--- src/sv/htp_pkg.sv ---
// Shared types, widths, codes and reset values for the heading turn PID core.
`timescale 1ns / 1ps

package htp_pkg;

	localparam int CMD_W      = 1;
	localparam int DIR_W      = 2;
	localparam int HEADING_W  = 17;
	localparam int DRIVE_W    = 16;
	localparam int TARGET_W   = 9;
	localparam int COEF_W     = 32;
	localparam int LIMIT_W    = 15;
	localparam int DONE_WIN_W = 12;
	localparam int SNAP_WIN_W = 6;
	localparam int ACC_W      = 64;
	localparam int CFG_IDX_W  = 3;
	localparam int CFG_DATA_W = 32;
	localparam int IN_DATA_W  = 24;
	localparam int OUT_DATA_W = 48;

	localparam int ANGLE_FRAC_BITS_DEF = 6;
	localparam int COEF_FRAC_BITS_DEF  = 24;

	localparam int DEG_QUARTER       = 90;
	localparam int DEG_HALF          = 180;
	localparam int DEG_THREE_QUARTER = 270;
	localparam int DEG_FULL          = 360;

	localparam logic [DIR_W-1:0] DIR_RIGHT = 2'd0;
	localparam logic [DIR_W-1:0] DIR_LEFT  = 2'd1;
	localparam logic [DIR_W-1:0] DIR_BACK  = 2'd2;

	localparam logic signed [COEF_W-1:0] COEF_NOW_RST   = 32'sd838907403;
	localparam logic signed [COEF_W-1:0] COEF_PREV_RST  = -32'sd838814197;
	localparam logic signed [COEF_W-1:0] COEF_PREV2_RST = 32'sd0;
	localparam logic [LIMIT_W-1:0]       DRIVE_LIMIT_RST = 15'd6000;
	localparam logic [DONE_WIN_W-1:0]    DONE_WINDOW_RST = 12'd7;
	localparam logic [SNAP_WIN_W-1:0]    SNAP_WINDOW_RST = 6'd2;

	typedef enum logic [CMD_W-1:0] {
		CMD_START  = 1'b0,
		CMD_SAMPLE = 1'b1
	} cmd_t;

	typedef enum logic [CFG_IDX_W-1:0] {
		CFG_COEF_NOW    = 3'd0,
		CFG_COEF_PREV   = 3'd1,
		CFG_COEF_PREV2  = 3'd2,
		CFG_DRIVE_LIMIT = 3'd3,
		CFG_DONE_WINDOW = 3'd4,
		CFG_SNAP_WINDOW = 3'd5
	} cfg_idx_t;

	typedef enum logic [1:0] {
		KIND_START,
		KIND_IDLE,
		KIND_PID
	} kind_t;

	typedef struct packed {
		kind_t kind;
		logic  done;
		logic  neg;
	} item_ctl_t;

	typedef struct packed {
		logic signed [COEF_W-1:0] coef_now;
		logic signed [COEF_W-1:0] coef_prev;
		logic signed [COEF_W-1:0] coef_prev2;
		logic [LIMIT_W-1:0]       drive_limit;
		logic [DONE_WIN_W-1:0]    done_window;
		logic [SNAP_WIN_W-1:0]    snap_window;
	} cfg_t;

	// Width of the whole-degree target before reduction.
	function automatic int turn_w(input int a);
		turn_w = ((HEADING_W > 10 + a) ? HEADING_W : 10 + a) + 1 - a;
	endfunction

	// Width of the signed heading error.
	function automatic int err_w(input int a);
		err_w = ((TARGET_W + a > HEADING_W) ? TARGET_W + a : HEADING_W) + 2;
	endfunction

endpackage

--- src/sv/htp_snap.sv ---
// First stage: whole-degree target from a start transfer, snapped and prepared for mod 360.
`timescale 1ns / 1ps

module htp_snap #(
	parameter int ANGLE_FRAC_BITS = htp_pkg::ANGLE_FRAC_BITS_DEF,
	localparam int TW = htp_pkg::turn_w(ANGLE_FRAC_BITS)
) (
	input  logic                                  clk,
	input  logic                                  arst_n,
	input  logic                                  in_v,
	output logic                                  in_take,
	input  htp_pkg::cmd_t                         in_cmd,
	input  logic [htp_pkg::DIR_W-1:0]             in_dir,
	input  logic signed [htp_pkg::HEADING_W-1:0]  in_heading,
	input  logic [htp_pkg::SNAP_WIN_W-1:0]        snap_window,
	output logic                                  out_v,
	input  logic                                  out_take,
	output htp_pkg::cmd_t                         cmd_s2,
	output logic                                  neg_s2,
	output logic signed [htp_pkg::HEADING_W-1:0]  heading_s2,
	output logic signed [TW-1:0]                  tsn_s2,
	output logic [TW-1:0]                         q_s2
);

	localparam int VW = TW + ANGLE_FRAC_BITS;
	localparam int DW = TW + 2;
	localparam logic [VW-1:0] FRAC_MASK = (VW'(1) << ANGLE_FRAC_BITS) - VW'(1);
	localparam int RECIP = (1 << TW) / htp_pkg::DEG_FULL;

	logic                  v_s2;
	logic                  load;
	logic signed [VW-1:0]  step_c;
	logic signed [VW-1:0]  sum_c;
	logic signed [VW-1:0]  shr_c;
	logic                  rnd_c;
	logic signed [TW-1:0]  t_c;
	logic signed [DW-1:0]  td_c;
	logic signed [DW-1:0]  ws_c;
	logic signed [TW-1:0]  tsn_c;
	logic [TW-1:0]         n_c;
	logic [2*TW-1:0]       prod_c;

	function automatic logic near(input logic signed [DW-1:0] d,
	                              input logic signed [DW-1:0] w);
		near = (d <= w) && (d >= -w);
	endfunction

	assign in_take = !v_s2 || out_take;
	assign load    = in_v && in_take;
	assign out_v   = v_s2;

	always_comb begin
		case (in_dir)
			htp_pkg::DIR_RIGHT: step_c = -(VW'(htp_pkg::DEG_QUARTER) << ANGLE_FRAC_BITS);
			htp_pkg::DIR_LEFT:  step_c = VW'(htp_pkg::DEG_QUARTER) << ANGLE_FRAC_BITS;
			default:            step_c = VW'(htp_pkg::DEG_HALF) << ANGLE_FRAC_BITS;
		endcase
		sum_c = step_c + VW'(in_heading);
		shr_c = sum_c >>> ANGLE_FRAC_BITS;
		// The shift rounds down, so a negative value with a fraction gets one added to truncate toward zero.
		rnd_c = sum_c[VW-1] && (|(sum_c & FRAC_MASK));
		t_c   = shr_c[TW-1:0] + {{(TW-1){1'b0}}, rnd_c};
		td_c  = DW'(t_c);
		ws_c  = signed'(DW'(snap_window));
		if (near(td_c, ws_c)) begin
			tsn_c = '0;
		end else if (near(td_c - DW'(htp_pkg::DEG_QUARTER), ws_c)) begin
			tsn_c = TW'(htp_pkg::DEG_QUARTER);
		end else if (near(td_c - DW'(htp_pkg::DEG_HALF), ws_c)) begin
			tsn_c = TW'(htp_pkg::DEG_HALF);
		end else if (near(td_c - DW'(htp_pkg::DEG_THREE_QUARTER), ws_c)) begin
			tsn_c = TW'(htp_pkg::DEG_THREE_QUARTER);
		end else if (near(td_c - DW'(htp_pkg::DEG_FULL), ws_c)) begin
			tsn_c = '0;
		end else begin
			tsn_c = t_c;
		end
		n_c    = tsn_c[TW-1] ? -tsn_c : tsn_c;
		// Reciprocal estimate of the quotient by 360; it may come out one low.
		prod_c = (2*TW)'(n_c) * (2*TW)'(RECIP);
	end

	always_ff @(posedge clk or negedge arst_n) begin
		if (!arst_n) begin
			v_s2 <= 1'b0;
		end else if (in_take) begin
			v_s2 <= in_v;
		end
	end

	always_ff @(posedge clk) begin
		if (load) begin
			cmd_s2     <= in_cmd;
			neg_s2     <= (in_dir == htp_pkg::DIR_RIGHT);
			heading_s2 <= in_heading;
			tsn_s2     <= tsn_c;
			q_s2       <= prod_c[2*TW-1:TW];
		end
	end

endmodule

--- config.mk ---
export PLATFORM = sky130hd
export DESIGN_NAME = htp_snap
export DESIGN_NICKNAME = d
export VERILOG_FILES = /design/src/sv/htp_pkg.sv /design/src/sv/htp_snap.sv
export SDC_FILE = /design/constraint.sdc
export NUM_CORES = 1
export LEC_CHECK = 0
export BUFFER_PORTS_ARGS = -buffer_cell sky130_fd_sc_hd__buf_2
export CAP_MARGIN = 20
export CELL_PAD_IN_SITES_DETAIL_PLACEMENT = 1
export CELL_PAD_IN_SITES_GLOBAL_PLACEMENT = 1
export CORE_ASPECT_RATIO = 0.9
export CORE_MARGIN = 2
export CORE_UTILIZATION = 50
export CTS_CLUSTER_SIZE = 10
export DETAILED_ROUTE_END_ITERATION = 10
export GPL_TIMING_DRIVEN = 1
export PLACE_DENSITY_LB_ADDON = 0.1
export SLEW_MARGIN = 20
export SYNTH_ARGS = -nofsm -noshare
export SYNTH_HDL_FRONTEND = slang
export SYNTH_SLANG_ARGS = --single-unit
--- constraint.sdc ---
create_clock -name clk -period 2.8 [get_ports clk]
set_clock_uncertainty 0.1 [all_clocks]
set_input_delay 0.28 -clock clk [delete_from_list [all_inputs] [get_ports clk]]
set_output_delay 0.28 -clock clk [all_outputs]
set_load 0.005 [all_outputs]
==> results.txt, run 1 <==
The flow did not finish. The flow halted during clock tree synthesis (4_1_cts). The first error in the log reads "[ERROR DPL-0033] detailed placement checks failed during check placement". The detailed placer's ending HPWL is 28,500 um. CTS placed an instance of sky130_fd_sc_hd__clkbuf_16 at the clock tree root.

The number of levels in the clock H-tree came out at 2. In the synthesized netlist the async set-or-reset flop fraction comes to 2.78%. The number of top-level design ports came out at 75.

The clock passes through at most 2 buffers. The die boundary width is 126 um. Post-CTS repair changed the size of 200 cells. Counting the buffers created by CTS gives 5.

The initial core utilization came out at 50.7%. The height of the die is 114 um. The hold buffer count at cts came out at 1. After synthesis, the largest area contributor takes up 24.2% of total cell area. The buffer count from post-CTS setup fixing is 42.

The routability-driven placement congestion ratio came out at 1.02. The number of different library cells used by synthesis comes to 83. The cell row count is 40. For this design, the sink count on the clock tree is 36. The total instance count after detailed placement came out at 1,268. The register bit total from synthesis is 36. Yosys attributes the largest share of cell area to sky130_fd_sc_hd__ha_1 24%, sky130_fd_sc_hd__edfxtp_1 16%, sky130_fd_sc_hd__xnor2_1 6.2%. The number of warning messages in the yosys log is 0. In this run, synthesis inferred 35 flip-flops with an integrated enable. The most common flop cell mapped by yosys is sky130_fd_sc_hd__edfxtp_1. The post-synthesis area per instance is 8.49 sq um.

The number of instances in the synthesized netlist came out at 793. The netlist area before placement came out at 6730 sq um. The number of buffers inserted by port buffering is 66. sky130_fd_sc_hd__ha_1 takes more of the synthesized area than any other cell. Sequential cells were found to cover 16.0% of the synthesized design area.
==> cells in the mapped netlist, types with 10 or more instances <==
cell                       instances
sky130_fd_sc_hd__ha_1            130
sky130_fd_sc_hd__and2_1           10
sky130_fd_sc_hd__nand2_1          33
sky130_fd_sc_hd__a21o_1           24
sky130_fd_sc_hd__inv_1            73
sky130_fd_sc_hd__xor2_1           16
sky130_fd_sc_hd__clkbuf_1         15
sky130_fd_sc_hd__xnor2_1          48
sky130_fd_sc_hd__o21ai_0          40
sky130_fd_sc_hd__nor2_1           44
sky130_fd_sc_hd__nor2b_1          14
sky130_fd_sc_hd__o21a_1           13
sky130_fd_sc_hd__nor3_1           23
sky130_fd_sc_hd__nand4_1          13
sky130_fd_sc_hd__nand3_1          28
sky130_fd_sc_hd__a21oi_1          46
sky130_fd_sc_hd__nand2b_1         20
sky130_fd_sc_hd__edfxtp_1         35
==> cells by family after synthesis <==
family	count (synthesis)	synth area share, %
other cells	1	0.0557
flops	36	16.0
xor+xnor	67	9.31
buf+inv	106	6.86
compound gates	209	21.7
fa+ha+maj	140	27.0
mux	3	0.465
simple gates	231	18.6
==> metrics by stage <==
| stage | setup TNS, ns | area [sq um] | utilization (%) | setup WS [ns] |
|---|---|---|---|---|
| 2_1_floorplan | -73.88 | 6970 | - | -6.94 |
| 3_3_place_gp | -76.12 | 9300 | 70.1 | -6.96 |
| 3_5_place_dp | -90.21 | 9300 | 70.1 | -8.06 |
==> run 2, diff against run 1 <==
CELL_PAD_IN_SITES_DETAIL_PLACEMENT = not set   (was 1)
CELL_PAD_IN_SITES_GLOBAL_PLACEMENT = not set   (was 1)
CORE_ASPECT_RATIO = not set   (was 0.9)
CORE_UTILIZATION = 40   (was 50)
CTS_CLUSTER_SIZE = not set   (was 10)
PLACE_DENSITY_LB_ADDON = 0.15   (was 0.1)
==> run 2 against run 1 <==
  * The flow now finishes, with violations (setup timing)
  * Synthesized cell count unchanged
  * Synthesized area did not move
==> results.txt, run 2 <==
The worst-path cell with the longest stage delay is sky130_fd_sc_hd__or4b_4. The clock-pin slew on the worst setup and hold paths is 0.05 ns. The cell row count is 47. The number of antenna repair diodes came out at 0. The initial core utilization is 40.7%. The number of max-slew violations in the final report is 0.

The worst setup path is captured at a flip-flop. The power density over the cells came out at 734 nW/um^2. The layout filler cell count is 1,393. The first global-routing pass estimated 36,600 um of wire. The worst endpoint data arrival time is 9.36 ns. Relative to the synthesized area, the layout overhead comes to 53.2%.

By area, the combinational part of the netlist is dominated by adder cells. Dividing the detail-routed via count by the number of cells gives 5.43. The largest registers in the layout are heading_s2 x17, tsn_s2 x12, q_s2 x4. The flow ran to the end, but the final reports show violations. The netlist area before placement came out at 6730 sq um. The congestion estimate from routability-driven global placement came to 0.969. Setup repair after global routing could not meet its margin everywhere. The detailed placer's ending HPWL came out at 18,300 um. The floorplan core area is 16,500 sq um. The first-pass detailed-route iteration total came out at 5. The average routed wire per standard cell came out at 16.9 um. The path type of the worst min-delay path is in -> reg. The number of levels in the clock H-tree is 2. OpenSTA, run right after detailed placement, puts the worst setup slack at -7.28 ns. The final net count came out at 1,301. The slew at the pin with the worst max-slew slack is 0.576 ns.

The total non-filler cell area in the finished layout came out at 10,300 sq um. The total count of hold-check failures in the final report is 0. On the worst path, the slowest cell contributes a delay of 0.52 ns. The worst setup path category is in -> reg. The post-synthesis area per instance came out at 8.49 sq um. In this run the count of I/O pins placed on the die edge is 75.

The area taken by multi-input logic gates came out at 5920 sq um. The post-layout instance count excluding filler cells came out at 1,353. The setup TNS came out at -71.03 ns. The via count of the first global-routing pass came out at 7,487.

The number of different library cells used by synthesis comes to 83. The final period demand of the worst path came out at 9.43 ns. Setup violations remaining at the end of the flow were counted as 16.

The parity-gate share of the synthesized area counting xor and xnor cells is 9.31%. The storage element area came out at 1080 sq um. The number of buffers inserted during clock tree synthesis came out at 5. The area fraction in compound gates after synthesis came out at 21.7%.

The height of the die came out at 134 um. The checks that failed: setup timing. After detailed routing, the total wire length is 22,900 um. Of all nets on the critical path, the largest fanout is 7. The remaining antenna violation count came out at 0. Among all flip-flop cells after synthesis, the most frequent one is sky130_fd_sc_hd__edfxtp_1.

The flip-flop count of the largest register, all copies and words added came out at 17. After synthesis, the share of flip-flops with an asynchronous set or reset is 2.78%. The total routing resource utilization after global routing is 25.2%. For this block, the via count after detailed routing is 7,342. Ranked by total cell area, the synthesized netlist is headed by sky130_fd_sc_hd__ha_1 24%, sky130_fd_sc_hd__edfxtp_1 16%, sky130_fd_sc_hd__xnor2_1 6.2%. The total die area is 17,900 sq um. The number of enable flip-flop cells after synthesis came out at 35.

Across the run, the number of max-cap violations was 0. The detailed router finished its first iteration with 351 violations. The synthesized netlist devotes 27.0% of its cell area to adder and majority cells. The fraction of final layout cells with drive strength greater than 1 is 43.3%.

During placement, the flow inserted port buffers numbering 66. The insertion delay to the later sink of the worst-skew pair is 0.28 ns. The register bit total from synthesis is 36. heading_s2 holds more flip-flops than any other register. The number of clock sinks is 36. TritonCTS built the clock tree. The initial antenna violation count is 0. The number of instances in the synthesized netlist came out at 793. The total instance count after detailed placement is 1,312. The maximum buffer depth of the clock tree is 2. The worst setup path is launched from an input port. The worst slew slack as a fraction of its limit is 61.4%. The die boundary width came out at 134 um.

Among all cell types in the netlist, the one instantiated most often is sky130_fd_sc_hd__ha_1. The largest vdd supply drop is 664 uV. The remaining global-route overflow is 0. The top cell types in the final layout, fill and taps aside, are 267 x sky130_fd_sc_hd__buf_4, 121 x sky130_fd_sc_hd__ha_1, 65 x sky130_fd_sc_hd__inv_1, 65 x sky130_fd_sc_hd__buf_2, 42 x sky130_fd_sc_hd__xnor2_1. The static power due to leakage came out at 4.98 nW.

The final critical-path setup slack is -6.63 ns. The cell type with the highest aggregate area in the netlist is sky130_fd_sc_hd__ha_1. The required time of the critical path came out at 2.74 ns. The fraction of synthesized area in multiplexers came out at 0.465%. In the synthesized netlist, the cells that appear most often are 130 x sky130_fd_sc_hd__ha_1, 73 x sky130_fd_sc_hd__inv_1, 48 x sky130_fd_sc_hd__xnor2_1.

The library cell used most frequently in the layout, excluding fill and tap cells, is sky130_fd_sc_hd__buf_4. The clock root buffer is sky130_fd_sc_hd__clkbuf_16. The share of synthesized area in the top cell type comes to 24.2%. The part of the Yosys area used for sequential elements came out at 16.0%.

After detailed placement, the total cell area comes to 9290 sq um. During synthesis, Yosys emitted a total of 0 warnings. The largest net degree at the start of global routing is 36. The maximum clock frequency is 106 MHz. The final worst-path cycle share is 337%. The synthesized netlist devotes 18.6% of its cell area to simple gates.

After detailed routing, the number of remaining DRC violations is 0.
run 2: cell counts after synthesis:
No cell type changed its count.
run 2: repair_timing:
action / CTS / global route
setup buffers: 23 / 11
pin swaps: 34 / 38
endpoints found under the setup margin: 16 / 16
hold buffers: 1 / 0
resized for setup: 77 / 67
hold endpoints to repair: 1 / 0
run 2: routing by layer:
| layer | part of all wire (%) | routed length, um | track usage (%) |
|---|---|---|---|
| met1 | 43 | 9730 | 31.7 |
| met2 | 50 | 11400 | 44.9 |
| met3 | 5.3 | 1200 | 2.36 |
| met4 | 2.5 | 570 | 8.51 |
| met5 | 0 | 0 | 0 |
run 2: metrics by stage:
step	hold slack, ns	total power [mW]	util, %
6_report	0.0753	7.56	62.4
2_1_floorplan	-0.116	3.91	-
4_1_cts	0.0721	7.07	59.9
3_3_place_gp	-0.0460	5.90	56.2
5_1_grt	0.0727	8.23	62.4
3_5_place_dp	-0.0425	6.09	56.2
run 2: cell families (layout without fill, tap and decap cells):
| group | count (synthesis) | count (layout) |
|---|---|---|
| other | 1 | 8 |
| buffers and inverters | 106 | 439 |
| flip-flops | 36 | 36 |
| XOR/XNOR | 67 | 67 |
| adder cells (fa/ha/maj) | 140 | 140 |
| AND/OR/NAND/NOR | 231 | 231 |
| multiplexers | 3 | 3 |
| AO/OA/AOI/OAI | 209 | 209 |
run 2: path summary, 6_finish.rpt:
kind | start | to | slack (ns) | cells past startpoint
min | in_cmd | cmd_s2$_DFFE_PP_ | 0.08 | 1
max | in_dir[1] | q_s2[3]$_DFFE_PP_ | -6.63 | 51
min reg2reg | out_v$_DFFE_PN0N_ | out_v$_DFFE_PN0N_ | 0.42 | 2
max in group asynchronous | arst_n | out_v$_DFFE_PN0N_ | 2.32 | 2
min in group asynchronous | arst_n | out_v$_DFFE_PN0N_ | 0.20 | 2
max reg2reg | out_v$_DFFE_PN0N_ | q_s2[3]$_DFFE_PP_ | 1.35 | 3
run 2: area by class of cell:
class                           instances  share of cell area [%]
Sequential cell                        36                    10.4
Timing Repair Buffer                  351                    24.8
Tap cell                              220                    2.67
Multi-Input combinational cell        658                    57.4
Inverter                               80                    3.35
Clock buffer                            6                    1.25
Clock inverter                          2                   0.109
run 2: critical path, delay by kind of cell:
family	cells	cell delay (ns)
buffers and inverters	9	0.76
AND/OR/NAND/NOR	10	1.86
XOR/XNOR	2	0.29
AO/OA/AOI/OAI	20	3.61
multiplexers	1	0.26
adder cells (fa/ha/maj)	9	2.30
run 2: power by group:
| group | leakage, nW | internal [mW] | switching, mW |
|---|---|---|---|
| registers | 0.348 | 0.703 | 0.0154 |
| logic | 4.57 | 3.12 | 3.18 |
| clock network | 0.0645 | 0.327 | 0.215 |
| total | 4.98 | 4.15 | 3.41 |
No activity file was read; power rests on OpenSTA's default activity.
