[config.mk]
export PLATFORM = sky130hd
export DESIGN_NAME = htp_drive_out
export DESIGN_NICKNAME = d
export VERILOG_FILES = /design/src/sv/htp_pkg.sv /design/src/sv/htp_drive_out.sv
export SDC_FILE = /design/constraint.sdc
export NUM_CORES = 1
export LEC_CHECK = 0
export BUFFER_PORTS_ARGS = -buffer_cell sky130_fd_sc_hd__buf_2
export CORE_MARGIN = 4
export CORE_UTILIZATION = 50
export DETAILED_ROUTE_END_ITERATION = 8
export HOLD_SLACK_MARGIN = 0.12
export PLACE_DENSITY_LB_ADDON = 0.08
export SYNTH_ARGS = -nofsm -noshare
export SYNTH_HDL_FRONTEND = slang
export SYNTH_SLANG_ARGS = --single-unit
[constraint.sdc]
create_clock -name clk -period 1.9 [get_ports clk]
set_input_delay 0.19 -clock clk [delete_from_list [all_inputs] [get_ports clk]]
set_output_delay 0.19 -clock clk [all_outputs]
set_load 0.01 [all_outputs]
[src/sv/htp_pkg.sv]
// Shared types, widths, codes and reset values for the heading turn PID core.
`timescale 1ns / 1ps

package htp_pkg;

	localparam int CMD_W      = 1;
	localparam int DIR_W      = 2;
	localparam int HEADING_W  = 17;
	localparam int DRIVE_W    = 16;
	localparam int TARGET_W   = 9;
	localparam int COEF_W     = 32;
	localparam int LIMIT_W    = 15;
	localparam int DONE_WIN_W = 12;
	localparam int SNAP_WIN_W = 6;
	localparam int ACC_W      = 64;
	localparam int CFG_IDX_W  = 3;
	localparam int CFG_DATA_W = 32;
	localparam int IN_DATA_W  = 24;
	localparam int OUT_DATA_W = 48;

	localparam int ANGLE_FRAC_BITS_DEF = 6;
	localparam int COEF_FRAC_BITS_DEF  = 24;

	localparam int DEG_QUARTER       = 90;
	localparam int DEG_HALF          = 180;
	localparam int DEG_THREE_QUARTER = 270;
	localparam int DEG_FULL          = 360;

	localparam logic [DIR_W-1:0] DIR_RIGHT = 2'd0;
	localparam logic [DIR_W-1:0] DIR_LEFT  = 2'd1;
	localparam logic [DIR_W-1:0] DIR_BACK  = 2'd2;

	localparam logic signed [COEF_W-1:0] COEF_NOW_RST   = 32'sd838907403;
	localparam logic signed [COEF_W-1:0] COEF_PREV_RST  = -32'sd838814197;
	localparam logic signed [COEF_W-1:0] COEF_PREV2_RST = 32'sd0;
	localparam logic [LIMIT_W-1:0]       DRIVE_LIMIT_RST = 15'd6000;
	localparam logic [DONE_WIN_W-1:0]    DONE_WINDOW_RST = 12'd7;
	localparam logic [SNAP_WIN_W-1:0]    SNAP_WINDOW_RST = 6'd2;

	typedef enum logic [CMD_W-1:0] {
		CMD_START  = 1'b0,
		CMD_SAMPLE = 1'b1
	} cmd_t;

	typedef enum logic [CFG_IDX_W-1:0] {
		CFG_COEF_NOW    = 3'd0,
		CFG_COEF_PREV   = 3'd1,
		CFG_COEF_PREV2  = 3'd2,
		CFG_DRIVE_LIMIT = 3'd3,
		CFG_DONE_WINDOW = 3'd4,
		CFG_SNAP_WINDOW = 3'd5
	} cfg_idx_t;

	typedef enum logic [1:0] {
		KIND_START,
		KIND_IDLE,
		KIND_PID
	} kind_t;

	typedef struct packed {
		kind_t kind;
		logic  done;
		logic  neg;
	} item_ctl_t;

	typedef struct packed {
		logic signed [COEF_W-1:0] coef_now;
		logic signed [COEF_W-1:0] coef_prev;
		logic signed [COEF_W-1:0] coef_prev2;
		logic [LIMIT_W-1:0]       drive_limit;
		logic [DONE_WIN_W-1:0]    done_window;
		logic [SNAP_WIN_W-1:0]    snap_window;
	} cfg_t;

	// Width of the whole-degree target before reduction.
	function automatic int turn_w(input int a);
		turn_w = ((HEADING_W > 10 + a) ? HEADING_W : 10 + a) + 1 - a;
	endfunction

	// Width of the signed heading error.
	function automatic int err_w(input int a);
		err_w = ((TARGET_W + a > HEADING_W) ? TARGET_W + a : HEADING_W) + 2;
	endfunction

endpackage

[src/sv/htp_drive_out.sv]
// Output stage: drive clamp, wheel signs and the result register with the done follow-up.
`timescale 1ns / 1ps

module htp_drive_out #(
	parameter int ANGLE_FRAC_BITS = htp_pkg::ANGLE_FRAC_BITS_DEF,
	parameter int COEF_FRAC_BITS  = htp_pkg::COEF_FRAC_BITS_DEF
) (
	input  logic                               clk,
	input  logic                               arst_n,
	input  logic                               in_v,
	output logic                               in_take,
	input  htp_pkg::item_ctl_t                 ctl_s4,
	input  logic [htp_pkg::TARGET_W-1:0]       tgt_s4,
	input  logic signed [htp_pkg::ACC_W-1:0]   acc_s4,
	input  logic [htp_pkg::LIMIT_W-1:0]        drive_limit,
	output logic                               m_tvalid,
	input  logic                               m_tready,
	output logic signed [htp_pkg::DRIVE_W-1:0] left_q,
	output logic signed [htp_pkg::DRIVE_W-1:0] right_q,
	output logic [htp_pkg::TARGET_W-1:0]       tgt_q,
	output logic                               done_q,
	output logic                               last_q
);

	localparam int SH = COEF_FRAC_BITS + ANGLE_FRAC_BITS;
	localparam int AW = htp_pkg::ACC_W;
	localparam int DW = htp_pkg::DRIVE_W;

	logic                        out_v_q;
	logic                        pend_q;
	logic                        load;
	logic                        second;
	logic signed [AW-1:0]        lim_c;
	logic [AW-1:0]               mag_c;
	logic [AW-1:0]               shr_c;
	logic [htp_pkg::LIMIT_W-1:0] um_c;
	logic                        uneg_c;
	logic                        rneg_c;
	logic [DW-1:0]               mag16_c;
	logic signed [DW-1:0]        left_c;
	logic signed [DW-1:0]        right_c;
	logic                        done_c;
	logic                        last_c;

	// A turn that finishes sends its drive result, then a zero-drive done result.
	assign second   = out_v_q && m_tready && pend_q;
	assign in_take  = !out_v_q || (m_tready && !pend_q);
	assign load     = in_v && in_take;
	assign m_tvalid = out_v_q;

	always_comb begin
		lim_c  = signed'(AW'(drive_limit) << SH);
		mag_c  = acc_s4[AW-1] ? -acc_s4 : acc_s4;
		shr_c  = mag_c >> SH;
		uneg_c = acc_s4[AW-1];
		if (acc_s4 > lim_c) begin
			um_c = drive_limit;
		end else if (acc_s4 < -lim_c) begin
			um_c = drive_limit;
		end else begin
			um_c = shr_c[htp_pkg::LIMIT_W-1:0];
		end
		rneg_c  = uneg_c ^ ctl_s4.neg;
		mag16_c = {1'b0, um_c};
		right_c = rneg_c ? -mag16_c : mag16_c;
		left_c  = rneg_c ? mag16_c : -mag16_c;
		done_c  = 1'b0;
		last_c  = 1'b1;
		case (ctl_s4.kind)
			htp_pkg::KIND_PID: begin
				last_c = !ctl_s4.done;
			end
			htp_pkg::KIND_IDLE: begin
				left_c  = '0;
				right_c = '0;
				done_c  = 1'b1;
			end
			default: begin
				left_c  = '0;
				right_c = '0;
			end
		endcase
	end

	always_ff @(posedge clk or negedge arst_n) begin
		if (!arst_n) begin
			out_v_q <= 1'b0;
			pend_q  <= 1'b0;
		end else if (second) begin
			pend_q <= 1'b0;
		end else if (in_take) begin
			out_v_q <= in_v;
			pend_q  <= in_v && (ctl_s4.kind == htp_pkg::KIND_PID) && ctl_s4.done;
		end
	end

	always_ff @(posedge clk) begin
		if (second) begin
			left_q  <= '0;
			right_q <= '0;
			done_q  <= 1'b1;
			last_q  <= 1'b1;
		end else if (load) begin
			left_q  <= left_c;
			right_q <= right_c;
			tgt_q   <= tgt_s4;
			done_q  <= done_c;
			last_q  <= last_c;
		end
	end

endmodule

## After elaboration in Yosys (flattened, before gate mapping)

Cells that the tools add are included.

| storage, ports and cells | value |
|---|---|
| flip-flop bits (word level) | 45 |
| output and inout port bits | 45 |

| cells by class | value |
|---|---|
| $add $sub $neg | 3 |
| order comparisons | 2 |
| equality and inequality tests | 2 |
| mux-type cells | 11 |
| bitwise operators | 2 |
| reduce and logical (&&, ||, !) cells | 13 |

Operators by type and width:

| operator | number |
|---|---|
| 64-bit by 46-bit greater-than comparator with 1-bit output | 1 |
| 64-bit less-than comparator | 1 |
| 16-bit two-way mux | 4 |
| 45-bit negator with 64-bit output | 1 |
| 45-bit two-way mux | 1 |
| 45-bit negator | 1 |
| 15-bit two-way mux | 2 |
| 15-bit negator with 16-bit output | 1 |
| 1-bit logical AND | 6 |
| 1-bit two-way mux | 4 |
| 2-bit AND reduction | 2 |
| 1-bit zero test | 3 |
| 2-bit by 1-bit == test with 1-bit output (second input constant) | 1 |
| 2-bit == test (second input constant) | 1 |
| 2-bit nonzero test | 1 |
| 1-bit logical OR | 1 |
| 1-bit NOT | 1 |
| 1-bit XOR | 1 |

## Longest topological paths before layout

| depth | value |
|---|---|
| depth after elaboration | 7 |
| gate-level depth with buffers | 25 |
| depth with buffers taken out | 23 |

## Worst setup path before layout

No wires, ideal clock.

| timing path | value |
|---|---|
| kind | input port to flip-flop |
| start | input drive_limit[6] in the netlist's numbering |
| end | register left_q[14] in the netlist's numbering |
| setup time | 117 ps |
| arrival time | 4846 ps |
| slack | -3063 ps |
| stages | 24 |
| path buffers | 3 |
| cell sequence | clkbuf_1 -> nor3_1 -> nand3_1 -> nor3_1 -> nand2_1 -> xnor2_1 -> ha_1 -> nand4_1 -> nor4_1 -> a31oi_1 -> nand4_1 -> a21o_1 -> and2_1 -> buf_4 -> mux2i_1 -> ha_1 -> clkbuf_1 -> nand4_1 -> mux2i_1 -> nand4_1 -> a211oi_2 -> a211oi_1 -> xnor2_1 -> a22o_1 |

| on the way | value |
|---|---|
| word-level cells in the longest chain between the ends | 7 |
| elaborated cells on any way between the ends | 8 |
| classes of those cells | add/sub (2); order compare (2); mux (4) |

RTL lines:

| what | RTL line | text |
|---|---|---|
| start: declaration | htp_drive_out.sv:15 | `input logic [htp_pkg::LIMIT_W-1:0] drive_limit,` |
| 45-bit negator with 64-bit output | htp_drive_out.sv:58 | `end else if (acc_s4 < -lim_c) begin` |
| 64-bit less-than comparator | htp_drive_out.sv:58 |  |
| 15-bit two-way mux | htp_drive_out.sv:58 |  |
| 15-bit two-way mux * | htp_drive_out.sv:56 | `if (acc_s4 > lim_c) begin` |
| 15-bit negator with 16-bit output | htp_drive_out.sv:66 | `left_c = rneg_c ? mag16_c : -mag16_c;` |
| 16-bit two-way mux * | htp_drive_out.sv:66 |  |
| 16-bit two-way mux * | htp_drive_out.sv:69 | `case (ctl_s4.kind)` |
| end signal: assignment | htp_drive_out.sv:104 | `left_q <= left_c;` |
| end: declaration | htp_drive_out.sv:18 | `output logic signed [htp_pkg::DRIVE_W-1:0] left_q,` |

Mark *: on every way between the ends. The rest lies on a longest branch, timed or not.
A chain may end at the register's enable or synchronous reset.

## Final worst setup path

| timing path | value |
|---|---|
| start | input drive_limit[3] in the netlist's numbering |
| end | register right_q[10] in the netlist's numbering |

| on the way | value |
|---|---|
| word-level cells in the longest chain between the ends | 7 |
| elaborated cells on any way between the ends | 8 |
| classes of those cells | add/sub (2); order compare (2); mux (4) |

RTL lines:

| what | RTL line | text |
|---|---|---|
| 45-bit negator with 64-bit output | htp_drive_out.sv:58 |  |
| 64-bit less-than comparator | htp_drive_out.sv:58 |  |
| 15-bit two-way mux | htp_drive_out.sv:58 |  |
| 15-bit two-way mux * | htp_drive_out.sv:56 |  |
| 15-bit negator with 16-bit output | htp_drive_out.sv:65 | `right_c = rneg_c ? -mag16_c : mag16_c;` |
| 16-bit two-way mux * | htp_drive_out.sv:65 |  |
| 16-bit two-way mux * | htp_drive_out.sv:69 |  |
| end signal: assignment | htp_drive_out.sv:105 | `right_q <= right_c;` |
| end: declaration | htp_drive_out.sv:19 | `output logic signed [htp_pkg::DRIVE_W-1:0] right_q,` |

Marked as above.

==> results.md <==
- The worst setup path is launched from an input pin.
- The startpoint identified for the worst hold timing path is ctl_s4[2].
- The synthesized netlist devotes 22.6% of its cell area to simple gates.
- The top achievable clock speed is 244 MHz.
- The average cell area after synthesis is 8.12 sq um.
- The dominant synthesized flop cell is sky130_fd_sc_hd__dfxtp_1.
- The number of clock sinks seen by CTS is 44.
- The area share of fa/ha/maj cells after synthesis is 14.6%.
- The via total after detailed routing is 5,558.
- Relative to the synthesized area, the layout overhead comes to 64.4%.
- Setup repair after global routing could not meet its margin everywhere.
- The shortest period the worst path allows is 4.10 ns.
- The largest total area in the synthesized netlist belongs to sky130_fd_sc_hd__dfxtp_1.
- The clock passes through at most 2 buffers.
- Counting every instance in the synthesized netlist gives 549.
- The net count of the mapped netlist is 697.
- The netlist area before placement is 0.00446 sq mm.
- The area share of the largest cell type after synthesis is 14.8%.
- The starting density of the core is 51.3%.
- The clock edge transition at the registers on the reported setup and hold paths is 0.08 ns.
- The max-slew violation count is 0.
- Wires add up to 17.2 mm.
- The number of global-route vias before repair is 5,355.
- The worst path uses 216% of the clock period.
- The worst register-to-register path begins at pend_q.
- The number of enable-type register cells in the synthesized netlist is 9.
- The cell with the most instances after synthesis is sky130_fd_sc_hd__nand2_1.
- Cells with a size suffix above 1 make up 46.8% of the layout.
- After layout, the worst setup slack is -2.20 ns.
- The number of warnings issued by yosys is 0.
- The summed negative setup slack over all endpoints is -51.83 ns.
- Clock tree synthesis selected as its root buffer the cell sky130_fd_sc_hd__clkbuf_8.
- The slew at the pin with the worst max-slew slack is 0.440 ns.
- The synthesis-stage register bit count is 44.
- Headroom to the max-slew limit came out at 70.5%.
- The placeable core region is 0.00868 sq mm.
- The number of antenna-violating nets in the routed design is 0.
- The number of remaining DRC errors is 0.
- Buffers inserted during clock tree synthesis total 5.
- The worst setup skew after layout is 0.00532 ns.
- After filler insertion, the fill cell instance count of the layout stands at 520.
- At the end of routability-driven placement, the weighted congestion stood at 0.953.
- The largest net degree at the start of global routing is 31.
- The width of the die is 102 um.
- Global routing used 30.2% of the available tracks across all layers.
- For this run, asynchronously set or reset flops after synthesis account for 4.55%.
- Detailed placement ended at an HPWL of 12.0 mm.
- Along the worst hold path, the cell count comes to 3.
- The run finished, with violations left.
- The final-stage net count is 989.
- The internal power of the cells totals 2.23 mW.
- After routing the design area is 0.00733 sq mm.
- The worst hold path belongs to the class input pin to flip-flop.
- The static leakage is 3.39 nW.
- The number of I/O port buffers is 140.
- The number of antenna violations at the first check in global routing was 0.
- By startpoint and endpoint, the worst setup path is classified as input pin to flip-flop.
- The die extent in y is 102 um.
- The multiplexer share of the synthesized area is 3.09%.
- The compound-gate portion of the synthesized area is 20.9%.
- The average wire per cell in the routed design is 18.1 um.
- The clock network accounts for 20.6% of the total power.
- STA classifies the critical path endpoint as a flip-flop.
- Row generation in the floorplan step produced 34 rows.
- The required time at the worst-slack endpoint is 2.09 ns.
- The sequential cells in the finished layout cover a total of 981 sq um.
- The final reports fail on setup timing.
- The post-detailed-route via-to-cell ratio is 5.85.
- The switching part of the total is 34.3%.
- The part of the Yosys area used for sequential elements is 22.0%.
- The antenna diode count is 0.
- The placed instances occupy a cell area of 0.00628 sq mm.
- The overflow left after global routing is 0.
- The worst supply voltage drop on vdd is 352 uV.
- By count the netlist is led by sky130_fd_sc_hd__nand2_1, sky130_fd_sc_hd__ha_1, sky130_fd_sc_hd__xnor2_1.
- Across all register-to-register paths, the minimum setup slack is 0.02 ns.
- The largest family of logic cells by synthesized area is simple AND/OR/NAND/NOR gates.
- The distinct cell type count of the synthesized netlist is 65.
- The die covers 0.0105 sq mm.
- The number of cells on the worst reg-to-reg path is 6.
- Power spread over the standard cell area amounts to 462 mW/mm^2.
- The maximum fanout along the worst path is 5.
- After synthesis, the cell types taking the most area are sky130_fd_sc_hd__dfxtp_1, sky130_fd_sc_hd__ha_1, sky130_fd_sc_hd__xnor2_1.
- The H-tree depth is 2.
- The first global-routing pass estimated 25.4 mm of wire.
- The total setup violations reported at the end of the flow is 31.
- The hold violation count in the final report is 0.
- The combined area of the multi-input logic cells is 0.00379 sq mm.
- TritonCTS built the clock tree.
- The sink of the worst hold path is done_q.
- The synthesized netlist devotes 11.8% of its cell area to XOR and XNOR gates.
- In this run the power spent charging and discharging nets is 1.16 mW.
- The clock reaches the later pin of the worst-skew pair after 0.30 ns.
- The fraction of power consumed by sequential logic is 32.4%.
- Data arrives at the worst endpoint at 4.29 ns.
- Combinational cells account for 47.0% of the total power.
- The number of detailed-routing iterations run before antenna repair is 5.
- The number of top-level design ports is 141.
- Across the run, the number of max-cap violations was 0.
- The worst reg2reg path endpoint is right_q[4].
- The number of DRC violations after detailed-routing iteration 0 is 268.
==> layout make-up <==
cell class | count | share of cell area [%]
Clock buffer | 7 | 1.04
Timing Repair Buffer | 310 | 30.3
Multi-Input combinational cell | 457 | 51.8
Clock inverter | 1 | 0.410
Inverter | 23 | 1.21
Sequential cell | 44 | 13.4
Tap cell | 108 | 1.84
==> kinds of logic after synthesis <==
| logic type | after synthesis |
|---|---|
| buf+inv | 48 |
| simple gates | 198 |
| compound gates | 135 |
| mux | 12 |
| fa+ha+maj | 52 |
| flops | 44 |
| xor+xnor | 60 |
==> metal layers <==
| layer | up-vias | routed length (um) | GRT usage, % |
|---|---|---|---|
| met1 | 2610 | 6870 | 38.2 |
| met4 | 0 | 600 | 11.7 |
| li1 | 2609 | - | - |
| met3 | 54 | 1270 | 2.25 |
| met2 | 285 | 8460 | 53.2 |
| met5 | - | 0 | 0 |
==> critical path: stages <==
cell,delay (ns)
sky130_fd_sc_hd__buf_8,0.10
sky130_fd_sc_hd__nor3_4,0.20
sky130_fd_sc_hd__buf_6,0.13
sky130_fd_sc_hd__nand3_4,0.08
sky130_fd_sc_hd__nor3_4,0.33
sky130_fd_sc_hd__and2_4,0.22
sky130_fd_sc_hd__ha_4,0.21
sky130_fd_sc_hd__inv_4,0.06
sky130_fd_sc_hd__ha_4,0.19
sky130_fd_sc_hd__nand4_1,0.11
sky130_fd_sc_hd__nor4_2,0.06
sky130_fd_sc_hd__a31oi_1,0.20
sky130_fd_sc_hd__a21oi_1,0.10
sky130_fd_sc_hd__a21oi_2,0.16
sky130_fd_sc_hd__and2_4,0.22
sky130_fd_sc_hd__mux2i_4,0.28
sky130_fd_sc_hd__ha_4,0.17
sky130_fd_sc_hd__nand4_1,0.10
sky130_fd_sc_hd__mux2i_2,0.19
sky130_fd_sc_hd__nand4_1,0.17
sky130_fd_sc_hd__buf_4,0.20
sky130_fd_sc_hd__a21oi_2,0.21
sky130_fd_sc_hd__o21ai_1,0.14
sky130_fd_sc_hd__a32o_1,0.26
==> cells in the final DEF, fill, tap and decap left out, drive strengths merged, types with 3 or more instances in the layout <==
cell	count
a211oi	7
a21boi	4
a21oi	33
a22o	22
a31oi	4
a32o	4
and2	7
and3	13
buf	297
clkbuf	7
dfxtp	33
dlygate4sd3	13
edfxtp	9
ha	52
inv	23
mux2i	11
nand2	60
nand2b	3
nand3	15
nand3b	4
nand4	16
nor2	37
nor3	8
nor3b	3
nor4	17
o21ai	33
o221ai	4
o31ai	6
or2	3
or3	5
xnor2	43
xor2	17
==> sequential cells by signal (all words and copies together) (netlist names) <==
register	cells
left_q	16
right_q	15
tgt_q	9
done_q	1
last_q	1
m_tvalid	1
pend_q	1
==> what timing repair did <==
action                     in CTS  in global routing
hold buffers                   13                  0
gates cloned                    4                  0
setup endpoints to repair      31                 31
pin swaps                      67                 39
buffers inserted               26                  7
gates resized for setup        86                 39
hold endpoints to repair       13                  0
==> power by group through the flow <==
stage | Sequential (mW) | Clock (mW) | Combinational, mW
2_1_floorplan | 1.15 | 0 | 0.646
3_3_place_gp | 1.11 | 0 | 1.24
3_5_place_dp | 1.11 | 0 | 1.27
4_1_cts | 1.09 | 0.705 | 1.46
5_1_grt | 1.11 | 0.738 | 1.71
6_report | 1.10 | 0.696 | 1.59
==> how the worst max path moves through the flow <==
stage / startpoint / endpoint / cells past startpoint
3_3_place_gp: drive_limit[2] / left_q[10] / 22
2_1_floorplan: drive_limit[6] / left_q[14] / 25
4_1_cts: drive_limit[4] / right_q[14] / 22
5_1_grt: drive_limit[3] / right_q[10] / 24
6_report: drive_limit[3] / right_q[10] / 24
3_5_place_dp: drive_limit[2] / right_q[10] / 21
==> stage by stage <==
step / power [mW] / setup WS (ns) / hold WS [ns] / utilization, % / cells
after floorplan: 1.80 / -2.43 / -0.106 / - / 549
after global placement: 2.35 / -2.40 / -0.0248 / 72.4 / 902
after detailed placement: 2.39 / -2.66 / -0.0209 / 72.4 / 902
after CTS: 3.26 / -2.11 / 0.163 / 81.6 / 944
after global routing: 3.55 / -2.43 / 0.199 / 84.4 / 950
final: 3.39 / -2.20 / 0.169 / 84.4 / 950
(Power assumes the default switching activity.)
